--- config.mk ---
export PLATFORM = sky130hd
export DESIGN_NAME = sorted_priority_task_queue_core_flat
export DESIGN_NICKNAME = d
export VERILOG_FILES = /design/src/design/sptq_pkg.sv /design/src/design/sptq_in_if.sv /design/src/design/sptq_out_if.sv /design/src/design/sptq_mem.sv /design/src/design/sptq_ctrl.sv /design/src/design/sorted_priority_task_queue_core.sv /design/src/flat_wrapper.sv
export SDC_FILE = /design/constraint.sdc
export NUM_CORES = 1
export LEC_CHECK = 0
export ABC_AREA = 1
export BUFFER_PORTS_ARGS = -buffer_cell sky130_fd_sc_hd__buf_2
export CAP_MARGIN = 20
export CORE_MARGIN = 4
export CORE_UTILIZATION = 40
export CTS_BUF_LIST = sky130_fd_sc_hd__clkbuf_2 sky130_fd_sc_hd__clkbuf_4 sky130_fd_sc_hd__clkbuf_8
export DETAILED_ROUTE_END_ITERATION = 10
export PLACE_DENSITY = 0.65
export SLEW_MARGIN = 20
export SYNTH_ARGS = -nofsm -noshare
export SYNTH_HDL_FRONTEND = slang
export SYNTH_SLANG_ARGS = --single-unit
--- constraint.sdc ---
create_clock -name clk -period 4 [get_ports clk]
set_input_delay 0.8 -clock clk [delete_from_list [all_inputs] [get_ports clk]]
set_output_delay 0.8 -clock clk [all_outputs]
set_load 0.03 [all_outputs]
--- src/design/sptq_pkg.sv ---
// Shared types and codes for the sorted priority task queue.
package sptq_pkg;

  // Operation codes carried by an input transaction.
  typedef enum logic {
    FUNC_ADD = 1'b0,
    FUNC_POP = 1'b1
  } func_t;

  // Result status codes.
  typedef enum logic [1:0] {
    ST_ADDED  = 2'd0,
    ST_FULL   = 2'd1,
    ST_POPPED = 2'd2,
    ST_EMPTY  = 2'd3
  } status_t;

  // Sequencer states.
  typedef enum logic [2:0] {
    S_IDLE,
    S_ADD_SCAN,
    S_ADD_PUT,
    S_POP_HEAD,
    S_POP_SHIFT
  } state_t;

  // One queue slot.
  typedef struct packed {
    logic [7:0]  prio;
    logic [15:0] hdl;
  } entry_t;

endpackage

--- src/design/sptq_in_if.sv ---
// Input channel interface: one operation per transaction.
interface sptq_in_if;
  logic        valid;
  logic        ready;
  logic        func;
  logic [7:0]  task_priority;
  logic [15:0] task_handle;

  modport source (output valid, output func, output task_priority, output task_handle,
                  input ready);
  modport sink (input valid, input func, input task_priority, input task_handle,
                output ready);
endinterface

--- src/design/sptq_out_if.sv ---
// Result channel interface: one result per transaction.
interface sptq_out_if;
  logic        valid;
  logic        ready;
  logic [1:0]  status;
  logic [15:0] out_handle;
  logic [7:0]  out_priority;
  logic [4:0]  entry_count;

  modport source (output valid, output status, output out_handle, output out_priority,
                  output entry_count, input ready);
  modport sink (input valid, input status, input out_handle, input out_priority,
                input entry_count, output ready);
endinterface

--- src/design/sptq_mem.sv ---
// Slot store: one write port and one registered read port.
module sptq_mem #(
  parameter int QUEUE_DEPTH = 16,
  localparam int IW = $clog2(QUEUE_DEPTH)
) (
  input  logic            clk,
  input  logic            we,
  input  logic [IW-1:0]   waddr,
  input  sptq_pkg::entry_t wdata,
  input  logic [IW-1:0]   raddr,
  output sptq_pkg::entry_t rdata
);
  import sptq_pkg::*;

  entry_t mem_r [QUEUE_DEPTH];
  entry_t rdata_r;

  // Write port.
  always_ff @(posedge clk) begin
    if (we) begin
      mem_r[waddr] <= wdata;
    end
  end

  // Registered read port.
  always_ff @(posedge clk) begin
    rdata_r <= mem_r[raddr];
  end

  assign rdata = rdata_r;

endmodule

--- src/design/sptq_ctrl.sv ---
// Sequencer: scans and shifts the slot store one entry per cycle.
module sptq_ctrl #(
  parameter int QUEUE_DEPTH = 16,
  localparam int IW = $clog2(QUEUE_DEPTH),
  localparam int CW = $clog2(QUEUE_DEPTH + 1)
) (
  input  logic             clk,
  input  logic             rst_n,
  sptq_in_if.sink          in_chan,
  sptq_out_if.source       out_chan,
  output logic             mem_we,
  output logic [IW-1:0]    mem_waddr,
  output sptq_pkg::entry_t mem_wdata,
  output logic [IW-1:0]    mem_raddr,
  input  sptq_pkg::entry_t mem_rdata
);
  import sptq_pkg::*;

  state_t        state_r, state_nxt;
  logic [CW-1:0] occ_r, occ_nxt;
  logic [IW-1:0] idx_r, idx_nxt;
  entry_t        new_r, new_nxt;
  entry_t        head_r, head_nxt;

  logic          out_valid_r, out_valid_nxt;
  status_t       out_status_r, out_status_nxt;
  entry_t        out_entry_r, out_entry_nxt;
  logic [4:0]    out_count_r, out_count_nxt;

  logic          accept;
  logic          done;
  status_t       res_status;
  entry_t        res_entry;
  logic [IW-1:0] last_idx;
  logic [CW+4:0] occ_ext;

  assign in_chan.ready = (state_r == S_IDLE) && (!out_valid_r || out_chan.ready);
  assign accept        = in_chan.valid && in_chan.ready;
  assign last_idx      = IW'(occ_r - CW'(1));

  // Next state, store access and result selection.
  always_comb begin
    state_nxt  = state_r;
    occ_nxt    = occ_r;
    idx_nxt    = idx_r;
    new_nxt    = new_r;
    head_nxt   = head_r;
    mem_we     = 1'b0;
    mem_waddr  = IW'(idx_r + IW'(1));
    mem_wdata  = mem_rdata;
    mem_raddr  = '0;
    done       = 1'b0;
    res_status = ST_ADDED;
    res_entry  = '0;
    unique case (state_r)
      S_IDLE: begin
        if (accept) begin
          new_nxt.prio = in_chan.task_priority;
          new_nxt.hdl  = in_chan.task_handle;
          if (func_t'(in_chan.func) == FUNC_ADD) begin
            if (occ_r == CW'(QUEUE_DEPTH)) begin
              done       = 1'b1;
              res_status = ST_FULL;
            end else if (occ_r == '0) begin
              state_nxt = S_ADD_PUT;
            end else begin
              mem_raddr = last_idx;
              idx_nxt   = last_idx;
              state_nxt = S_ADD_SCAN;
            end
          end else begin
            if (occ_r == '0) begin
              done       = 1'b1;
              res_status = ST_EMPTY;
            end else begin
              mem_raddr = '0;
              state_nxt = S_POP_HEAD;
            end
          end
        end
      end
      S_ADD_SCAN: begin
        // Entries at or above the new priority move up one slot.
        mem_raddr = IW'(idx_r - IW'(1));
        mem_we    = 1'b1;
        mem_waddr = IW'(idx_r + IW'(1));
        if (mem_rdata.prio >= new_r.prio) begin
          mem_wdata = mem_rdata;
          if (idx_r == '0) begin
            state_nxt = S_ADD_PUT;
          end else begin
            idx_nxt = IW'(idx_r - IW'(1));
          end
        end else begin
          mem_wdata  = new_r;
          done       = 1'b1;
          res_status = ST_ADDED;
          occ_nxt    = CW'(occ_r + CW'(1));
          state_nxt  = S_IDLE;
        end
      end
      S_ADD_PUT: begin
        // New entry becomes the head.
        mem_we     = 1'b1;
        mem_waddr  = '0;
        mem_wdata  = new_r;
        done       = 1'b1;
        res_status = ST_ADDED;
        occ_nxt    = CW'(occ_r + CW'(1));
        state_nxt  = S_IDLE;
      end
      S_POP_HEAD: begin
        head_nxt  = mem_rdata;
        mem_raddr = IW'(1);
        idx_nxt   = IW'(1);
        if (occ_r == CW'(1)) begin
          done       = 1'b1;
          res_status = ST_POPPED;
          res_entry  = mem_rdata;
          occ_nxt    = CW'(occ_r - CW'(1));
          state_nxt  = S_IDLE;
        end else begin
          state_nxt = S_POP_SHIFT;
        end
      end
      S_POP_SHIFT: begin
        // Each remaining entry moves down one slot.
        mem_we    = 1'b1;
        mem_waddr = IW'(idx_r - IW'(1));
        mem_wdata = mem_rdata;
        if (idx_r == last_idx) begin
          done       = 1'b1;
          res_status = ST_POPPED;
          res_entry  = head_r;
          occ_nxt    = CW'(occ_r - CW'(1));
          state_nxt  = S_IDLE;
        end else begin
          mem_raddr = IW'(idx_r + IW'(1));
          idx_nxt   = IW'(idx_r + IW'(1));
        end
      end
      default: begin
        state_nxt = S_IDLE;
      end
    endcase
  end

  // Output register loads on completion and clears when the result is taken.
  assign occ_ext = {5'd0, occ_nxt};

  always_comb begin
    out_valid_nxt  = out_valid_r && !out_chan.ready;
    out_status_nxt = out_status_r;
    out_entry_nxt  = out_entry_r;
    out_count_nxt  = out_count_r;
    if (done) begin
      out_valid_nxt  = 1'b1;
      out_status_nxt = res_status;
      out_entry_nxt  = res_entry;
      out_count_nxt  = occ_ext[4:0];
    end
  end

  // Control registers.
  always_ff @(posedge clk) begin
    if (!rst_n) begin
      state_r     <= S_IDLE;
      occ_r       <= '0;
      out_valid_r <= 1'b0;
    end else begin
      state_r     <= state_nxt;
      occ_r       <= occ_nxt;
      out_valid_r <= out_valid_nxt;
    end
  end

  // Payload registers.
  always_ff @(posedge clk) begin
    idx_r        <= idx_nxt;
    new_r        <= new_nxt;
    head_r       <= head_nxt;
    out_status_r <= out_status_nxt;
    out_entry_r  <= out_entry_nxt;
    out_count_r  <= out_count_nxt;
  end

  assign out_chan.valid        = out_valid_r;
  assign out_chan.status       = out_status_r;
  assign out_chan.out_handle   = out_entry_r.hdl;
  assign out_chan.out_priority = out_entry_r.prio;
  assign out_chan.entry_count  = out_count_r;

endmodule

--- src/design/sorted_priority_task_queue_core.sv ---
// Add: scan from the tail moving entries up, then write; pop: read head, shift rest down.
// Full adds and empty pops finish in the accept cycle; the result shows the cycle after.
// One operation at a time; walking the slot store one entry per cycle sets the rate.
// A new operation is taken only while the output register is empty or being read.
// Synchronous reset empties the queue; slot contents stay undefined and need no clearing.
module sorted_priority_task_queue_core #(
  parameter int QUEUE_DEPTH = 16
) (
  input  logic       clk,
  input  logic       rst_n,
  sptq_in_if.sink    in_chan,
  sptq_out_if.source out_chan
);
  import sptq_pkg::*;

  localparam int IW = $clog2(QUEUE_DEPTH);

  logic          mem_we;
  logic [IW-1:0] mem_waddr;
  entry_t        mem_wdata;
  logic [IW-1:0] mem_raddr;
  entry_t        mem_rdata;

  // Sequencer.
  sptq_ctrl #(.QUEUE_DEPTH(QUEUE_DEPTH)) u_ctrl (
    .clk       (clk),
    .rst_n     (rst_n),
    .in_chan   (in_chan),
    .out_chan  (out_chan),
    .mem_we    (mem_we),
    .mem_waddr (mem_waddr),
    .mem_wdata (mem_wdata),
    .mem_raddr (mem_raddr),
    .mem_rdata (mem_rdata)
  );

  // Slot store.
  sptq_mem #(.QUEUE_DEPTH(QUEUE_DEPTH)) u_mem (
    .clk   (clk),
    .we    (mem_we),
    .waddr (mem_waddr),
    .wdata (mem_wdata),
    .raddr (mem_raddr),
    .rdata (mem_rdata)
  );

endmodule

--- src/flat_wrapper.sv ---
// flat-port wrapper written by rule: the top's interface ports become plain ports
module sorted_priority_task_queue_core_flat import sptq_pkg::*;
#(
  parameter int QUEUE_DEPTH = 16
)
  (clk, rst_n, in_chan_valid, in_chan_func, in_chan_task_priority, in_chan_task_handle, in_chan_ready, out_chan_valid, out_chan_status, out_chan_out_handle, out_chan_out_priority, out_chan_entry_count, out_chan_ready);
  sptq_in_if in_chan_i ();
  sptq_out_if out_chan_i ();
  input  logic clk;
  input  logic rst_n;
  input wire logic [$bits(in_chan_i.valid)-1:0] in_chan_valid;
  input wire logic [$bits(in_chan_i.func)-1:0] in_chan_func;
  input wire logic [$bits(in_chan_i.task_priority)-1:0] in_chan_task_priority;
  input wire logic [$bits(in_chan_i.task_handle)-1:0] in_chan_task_handle;
  output wire logic [$bits(in_chan_i.ready)-1:0] in_chan_ready;
  output wire logic [$bits(out_chan_i.valid)-1:0] out_chan_valid;
  output wire logic [$bits(out_chan_i.status)-1:0] out_chan_status;
  output wire logic [$bits(out_chan_i.out_handle)-1:0] out_chan_out_handle;
  output wire logic [$bits(out_chan_i.out_priority)-1:0] out_chan_out_priority;
  output wire logic [$bits(out_chan_i.entry_count)-1:0] out_chan_entry_count;
  input wire logic [$bits(out_chan_i.ready)-1:0] out_chan_ready;
  assign in_chan_i.valid = in_chan_valid;
  assign in_chan_i.func = in_chan_func;
  assign in_chan_i.task_priority = in_chan_task_priority;
  assign in_chan_i.task_handle = in_chan_task_handle;
  assign in_chan_ready = in_chan_i.ready;
  assign out_chan_valid = out_chan_i.valid;
  assign out_chan_status = out_chan_i.status;
  assign out_chan_out_handle = out_chan_i.out_handle;
  assign out_chan_out_priority = out_chan_i.out_priority;
  assign out_chan_entry_count = out_chan_i.entry_count;
  assign out_chan_i.ready = out_chan_ready;
  sorted_priority_task_queue_core #(.QUEUE_DEPTH(QUEUE_DEPTH)) u_core (.clk(clk), .rst_n(rst_n), .in_chan(in_chan_i), .out_chan(out_chan_i));
endmodule
==> results of run 1 <==
[cells by family after synthesis]
logic type               after synthesis  synth area share, %
AND/OR/NAND/NOR                      986                21.53
flip-flops                           500                66.41
buffers and inverters                433                8.370
XOR/XNOR                               7               0.2773
adder cells (fa/ha/maj)               14               0.7923
AO/OA/AOI/OAI                         84                2.620
[worst reg2reg max path, cell delays in order, from the launching register on]
cell and delay, ns:
dfxtp_1 0.39, nor2_2 0.07, nand2_1 0.34, nand3_1 0.25, nor2_1 0.34, inv_2 0.10
nand3_1 0.13, nand2_1 0.06, o21ai_1 0.14, nand2_1 0.30, nor2_4 0.56, buf_12 0.26
[power groups by stage]
| stage | Combinational, mW | Sequential [mW] | Clock [mW] |
|---|---|---|---|
| 2_1_floorplan | 4.41 | 8.41 | 0 |
| 3_3_place_gp | 6.96 | 8.22 | 0 |
| 3_5_place_dp | 7.08 | 8.24 | 0 |
| 4_1_cts | 7.10 | 8.13 | 4.53 |
| 5_1_grt | 7.80 | 8.20 | 4.77 |
| 6_report | 7.10 | 8.14 | 4.44 |
[worst max path at each step]
| stage | startpoint | to | cells after the start |
|---|---|---|---|
| finish | u_core.u_ctrl.state_r[0] | u_core.u_mem.mem_r[7][13] | 11 |
| detailed placement | u_core.u_ctrl.state_r[0] | u_core.u_mem.mem_r[7][23] | 11 |
| floorplan | u_core.u_ctrl.occ_r[1] | u_core.u_ctrl.out_chan.entry_count[0] | 15 |
| CTS | u_core.u_ctrl.state_r[0] | u_core.u_mem.mem_r[7][13] | 11 |
| global route | u_core.u_ctrl.state_r[0] | u_core.u_mem.mem_r[7][13] | 11 |
| global placement | u_core.u_ctrl.state_r[0] | u_core.u_mem.mem_r[7][23] | 11 |
[final cells by class]
cell class	instances	area, µm²
Fill cell	4927	29240
Sequential cell	500	14680
Multi-Input combinational cell	1091	5757
Clock buffer	124	1531
Inverter	322	1211
Tap cell	696	870.8
Timing Repair Buffer	108	820.8
Clock inverter	23	121.4
[per-layer routing]
metal	vias to the layer above	global-route usage, %	share of wire [%]
met5	-	0	0
met4	0	6.417	2.6
met3	99	3.013	7.0
met2	597	31.31	48
met1	7282	24.82	42
li1	7054	-	-
[cells in the mapped netlist, types with 13 or more instances]
cell	number
a32o_1	22
nand3_1	439
edfxtp_1	467
inv_2	14
nor2_1	35
nand3_2	21
buf_2	73
nand3b_1	73
buf_4	13
dfxtp_1	33
ha_1	14
o21ai_0	29
clkbuf_1	13
nand2_1	387
inv_1	306
a21oi_1	16
[metrics by stage]
stage               utilization [%]  power, mW  std cells
floorplan                         -      12.82       2024
global placement              43.04      15.18       2717
detailed placement            43.04      15.32       2717
CTS                           46.09      19.76       2864
global route                  46.09      20.77       2864
finish                        46.09      19.68       2864
[registers in the layout, indices dropped and copies added (netlist names)]
name / flops
u_core.u_ctrl.head_r: 24
u_core.u_ctrl.idx_r: 4
u_core.u_ctrl.new_r: 24
u_core.u_ctrl.occ_r: 5
u_core.u_ctrl.out_chan.entry_count: 5
u_core.u_ctrl.out_chan.out_handle: 16
u_core.u_ctrl.out_chan.out_priority: 8
u_core.u_ctrl.out_chan.status: 2
u_core.u_ctrl.out_chan.valid: 1
u_core.u_ctrl.state_r: 3
u_core.u_mem.mem_r: 384
u_core.u_mem.rdata: 24
==> results_dict.tcl, run 1 <==
set metrics [dict create \
    status "completed" \
    final_cell_mix "edfxtp_1, nand3_1, nand2_1" \
    worst_slew_margin_rel_pct 32.20 \
    setup_tns_ns 0 \
    syn-num-nets 2067 \
    crit_required_ns 4.32 \
    critical_path_class "reg -> reg" \
    pwr-share-seq_pct 41.4 \
    crit_arrival_ns 3.57 \
    grt_pass1_wl_mm 86.55 \
    cts_tree "built" \
    yosysTopAreaCellShare_pct 63.43 \
    drtPass1Iterations 5 \
    routed_wl_mm 56.23 \
    cp_top_family "simple AND/OR/NAND/NOR gates" \
    dr_total_vias 15030 \
    grt-ovfl-total 0 \
    io_buffers 61 \
    setup_slack_ns 0.7524 \
    hold_path.class "in -> reg" \
    antennaDiodeCount 0 \
    combPwrFrac_pct 36.1 \
    worst_pin_slew_ns 1.013 \
    place_area_um2 23340 \
    min_path_cells 1 \
    r2r_start "u_core.u_ctrl.state_r[0]" \
    setup_violations 0 \
    synthArstFlopShare_pct 0 \
    fin_crit_ns 3.248 \
    swShare_pct 38.82 \
    ir_worst_vdd_uv 342.7 \
    layout_commonest_cell "edfxtp_1" \
    pre_cts_slack_ns 0.7426 \
    fp-row-count 85 \
    ys_ff_latch 500 \
    crit_top_cell "nand2_1" \
    yosysTopAreaCell "edfxtp_1" \
    yosysSeqAreaShare_pct 66.41 \
    hold_violations 0 \
    timing.rr.end "u_core.u_mem.mem_r[7][13]" \
    syn_avg_cell_area_um2 10.92 \
    final_area_um2 25000 \
    path_clk_slew_ns 0.06 \
    grt_usage_pct 18.68 \
    drt-vias-per-instance 5.249 \
    cp-end-kind "register" \
    ys.flop_type "edfxtp_1" \
    design.core.area_um2 54240 \
    cts_max_level 3 \
    area_growth_syn_to_layout_pct 13.06 \
    cellPowerDensity_nw_per_um2 787.4 \
    rsz0062_at_grt "false" \
    crit_chain "nor2_2 > nand2_1 > nand3_1 > nor2_1 > inv_2 > nand3_1 > nand2_1 > o21ai_1 > nand2_1 > nor2_4 > buf_12" \
    cts_resized 0 \
    clk_path_buf_depth 3 \
    grt_max_degree 129 \
    post_cts_buffers 0 \
    synth_warnings 0 \
    min_period_over_period_pct 81.19 \
    synthCells 2024 \
    synth_cell_types 42 \
    final_nets 2146 \
    startpoint_type "register" \
    cts_buffers 80 \
    p_sw_mw 7.640 \
    p_clk_share_pct 22.6 \
    whs_ns 0.3303 \
    clock_sinks 500 \
    die_x_um 243.1 \
    drive_above_1_share_pct 15.18 \
    ios 62 \
    clk_latency_ns 0.64 \
    clock-root-buffer "clkbuf_8" \
    cpPeakStageDelay_ns 0.56 \
    skew_ns 0.03435 \
    ant_nets 0 \
    drt_iter0_markers 1642 \
    maxCapViolations 0 \
    crit_fanout 13 \
    crit_buf_inv 2 \
    gp_congestion 0.8939 \
    slew_viol_final 0 \
    crit_slowest_cell "nor2_4" \
    antenna_found_initial 1 \
    fmax_mhz 307.9 \
    synth_edf_count 467 \
    synthTopCellsByArea "edfxtp_1, nand3_1, nand2_1" \
    hpwl_mm 30.85 \
    syn_area_um2 22110 \
    drc_errors 0 \
    dieArea_um2 59100 \
    grt_pass1_vias 14590 \
    worstRegToRegCells 11 \
    min_to "u_core.u_ctrl.new_r[11]" \
    die_y_um 243.1 \
    p_int_mw 12.04 \
    wl_per_cell_um 19.63 \
    initial_core_util_pct 40.76 \
    hp-start "in_chan_task_handle[11]" \
    r2r_slack_ns 0.75 \
    p_leak_nw 10.06 \
    hold_buffers 0 \
]
Power figures use the tool's default switching activity.
==> run 2, diff against run 1 <==
Settings changed: PLACE_DENSITY 0.65 to 0.67.
Clock period 4 ns to 2.87 ns, I/O delays scaled along.
==> results_dict.tcl, run 2 (synthesis results as in run 1) <==
set metrics [dict create \
    cts_max_level 3 \
    fp-row-count 85 \
    setup_slack_ns 0.1253 \
    maxCapViolations 0 \
    skew_ns 0.03878 \
    worst_pin_slew_ns 0.9638 \
    grt_pass1_vias 14700 \
    crit_slowest_cell "dfxtp_1" \
    finalPower_mw 28.21 \
    rsz0062_at_grt "true" \
    r2r_start "u_core.u_ctrl.state_r[2]" \
    io_buffers 61 \
    crit_buf_inv 4 \
    pre_cts_slack_ns 0.04950 \
    grt_usage_pct 18.95 \
    startpoint_type "register" \
    path_clk_slew_ns 0.07 \
    grt_pass1_wl_mm 87.18 \
    worstRegToRegCells 13 \
    place_area_um2 23930 \
    hpwl_mm 33.70 \
    drt-vias-per-instance 5.295 \
    drt_iter0_markers 1665 \
    area_growth_syn_to_layout_pct 16.51 \
    grt_max_degree 105 \
    crit_fanout 24 \
    crit_top_cell "inv_2" \
    hold_buffers 0 \
    min_path_cells 1 \
    wl_per_cell_um 20.12 \
    hp-start "in_chan_task_priority[4]" \
    final_area_um2 25760 \
    drive_above_1_share_pct 17.02 \
    clock_sinks 500 \
    layout_commonest_cell "edfxtp_1" \
    cts_buffers 80 \
    dpl.cell_count 2755 \
    design.core.area_um2 54240 \
    dr_total_vias 15450 \
    timing.rr.end "u_core.u_mem.mem_r[5][5]" \
    die_x_um 243.1 \
    slew_viol_final 0 \
    crit_chain "nor2_2 > inv_2 > nor2_4 > inv_2 > nand3_1 > nor2_1 > inv_2 > nand3_1 > nand2_1 > o21ai_1 > nand2_1 > nor2_4 > buf_12" \
    hold_path.class "in -> reg" \
    drc_errors 0 \
    dieArea_um2 59100 \
    final_cell_mix "edfxtp_1, nand3_1, nand2_1" \
    setup_tns_ns 0 \
    worst_slew_margin_rel_pct 35.74 \
    status "completed" \
    die_y_um 243.1 \
    grt-ovfl-total 0 \
    hold_violations 0 \
    cpPeakStageDelay_ns 0.40 \
    fin_crit_ns 2.745 \
    ant_nets 0 \
    min_to "u_core.u_ctrl.new_r[20]" \
    critical_path_class "reg -> reg" \
    cp-end-kind "register" \
    crit_required_ns 3.20 \
    min_period_over_period_pct 95.64 \
    routed_wl_mm 58.69 \
    antennaDiodeCount 0 \
    p_leak_nw 10.39 \
    antenna_found_initial 0 \
    crit_arrival_ns 3.07 \
    top_register "u_core.u_mem.mem_r" \
    r2r_slack_ns 0.13 \
    fmax_mhz 364.3 \
    largest_reg_flops 384 \
    setup_violations 0 \
    cp_top_family "simple AND/OR/NAND/NOR gates" \
    cts_tree "built" \
    clock-root-buffer "clkbuf_8" \
    gp_congestion 0.9418 \
    final_nets 2196 \
    drtPass1Iterations 5 \
    cellPowerDensity_nw_per_um2 1095 \
    ios 62 \
    clk_latency_ns 0.68 \
    clk_path_buf_depth 3 \
    instances_no_fill 2917 \
    initial_core_util_pct 40.76 \
    ir_worst_vdd_uv 847.3 \
]
run 2: cell types whose count changed in the layout (fill, tap and decap cells not counted), moves of 6 or more:
cell | previous run | this run
clkbuf_8 | 96 | 86
nand2_1 | 387 | 379
nand2_2 | 7 | 15
buf_4 | 34 | 53
clkinv_1 | 5 | 21
clkinv_2 | 15 | 9
buf_12 | 13 | 35
run 2: per-stage QoR:
step	utilization, %	hold slack (ns)
finish	47.49	0.07664
global route	47.49	0.03671
CTS	47.10	0.02000
detailed placement	44.12	0.4584
global placement	44.12	0.4524
floorplan	-	0.4082
run 2: worst max path at each step:
| stage | endpoint | cells past startpoint | startpoint |
|---|---|---|---|
| 2_1_floorplan | u_core.u_mem.mem_r[12][0] | 11 | u_core.u_ctrl.state_r[0] |
| 3_3_place_gp | u_core.u_mem.rdata[2] | 13 | u_core.u_ctrl.occ_r[1] |
| 3_5_place_dp | u_core.u_mem.rdata[2] | 12 | u_core.u_ctrl.occ_r[1] |
| 6_report | u_core.u_mem.mem_r[5][5] | 13 | u_core.u_ctrl.state_r[2] |
| 5_1_grt | u_core.u_mem.mem_r[11][12] | 11 | u_core.u_ctrl.state_r[1] |
| 4_1_cts | u_core.u_mem.rdata[6] | 12 | u_core.u_ctrl.occ_r[1] |
run 2: timing repair:
item | CTS | global route
resized for setup | 0 | 19
setup endpoints to repair | 0 | 154
setup buffers | 0 | 7
run 2: layout make-up:
| type | instances | area, µm² |
|---|---|---|
| timing repair buffer | 155 | 1548 |
| fill | 4839 | 28480 |
| inverter | 322 | 1214 |
| sequential | 500 | 14690 |
| clock inverter | 37 | 231.5 |
| tap | 696 | 870.8 |
| multi-input combinational | 1094 | 5826 |
| clock buffer | 113 | 1386 |
run 2: metal layers:
metal	vias up	share of wire (%)	global-route usage (%)
li1	7176	-	-
met1	7451	41	25.88
met2	730	47	30.75
met3	88	9.2	3.653
met4	0	2.0	6.077
met5	-	0	0
run 2: where the power goes:
group          internal [mW]  leakage (nW)  switching, mW  total [mW]
Combinational           3.10          5.01           7.63        10.7
Clock                   3.32         0.853           2.82        6.14
Sequential              10.8          4.52          0.593        11.3
run 2: worst register-to-register path, stage by stage, from the launching register on:
cell,delay (ns)
dfxtp_1,0.40
nor2_2,0.08
inv_2,0.09
nor2_4,0.04
inv_2,0.07
nand3_1,0.11
nor2_1,0.32
inv_2,0.10
nand3_1,0.13
nand2_1,0.07
o21ai_1,0.21
nand2_1,0.33
nor2_4,0.19
buf_12,0.24
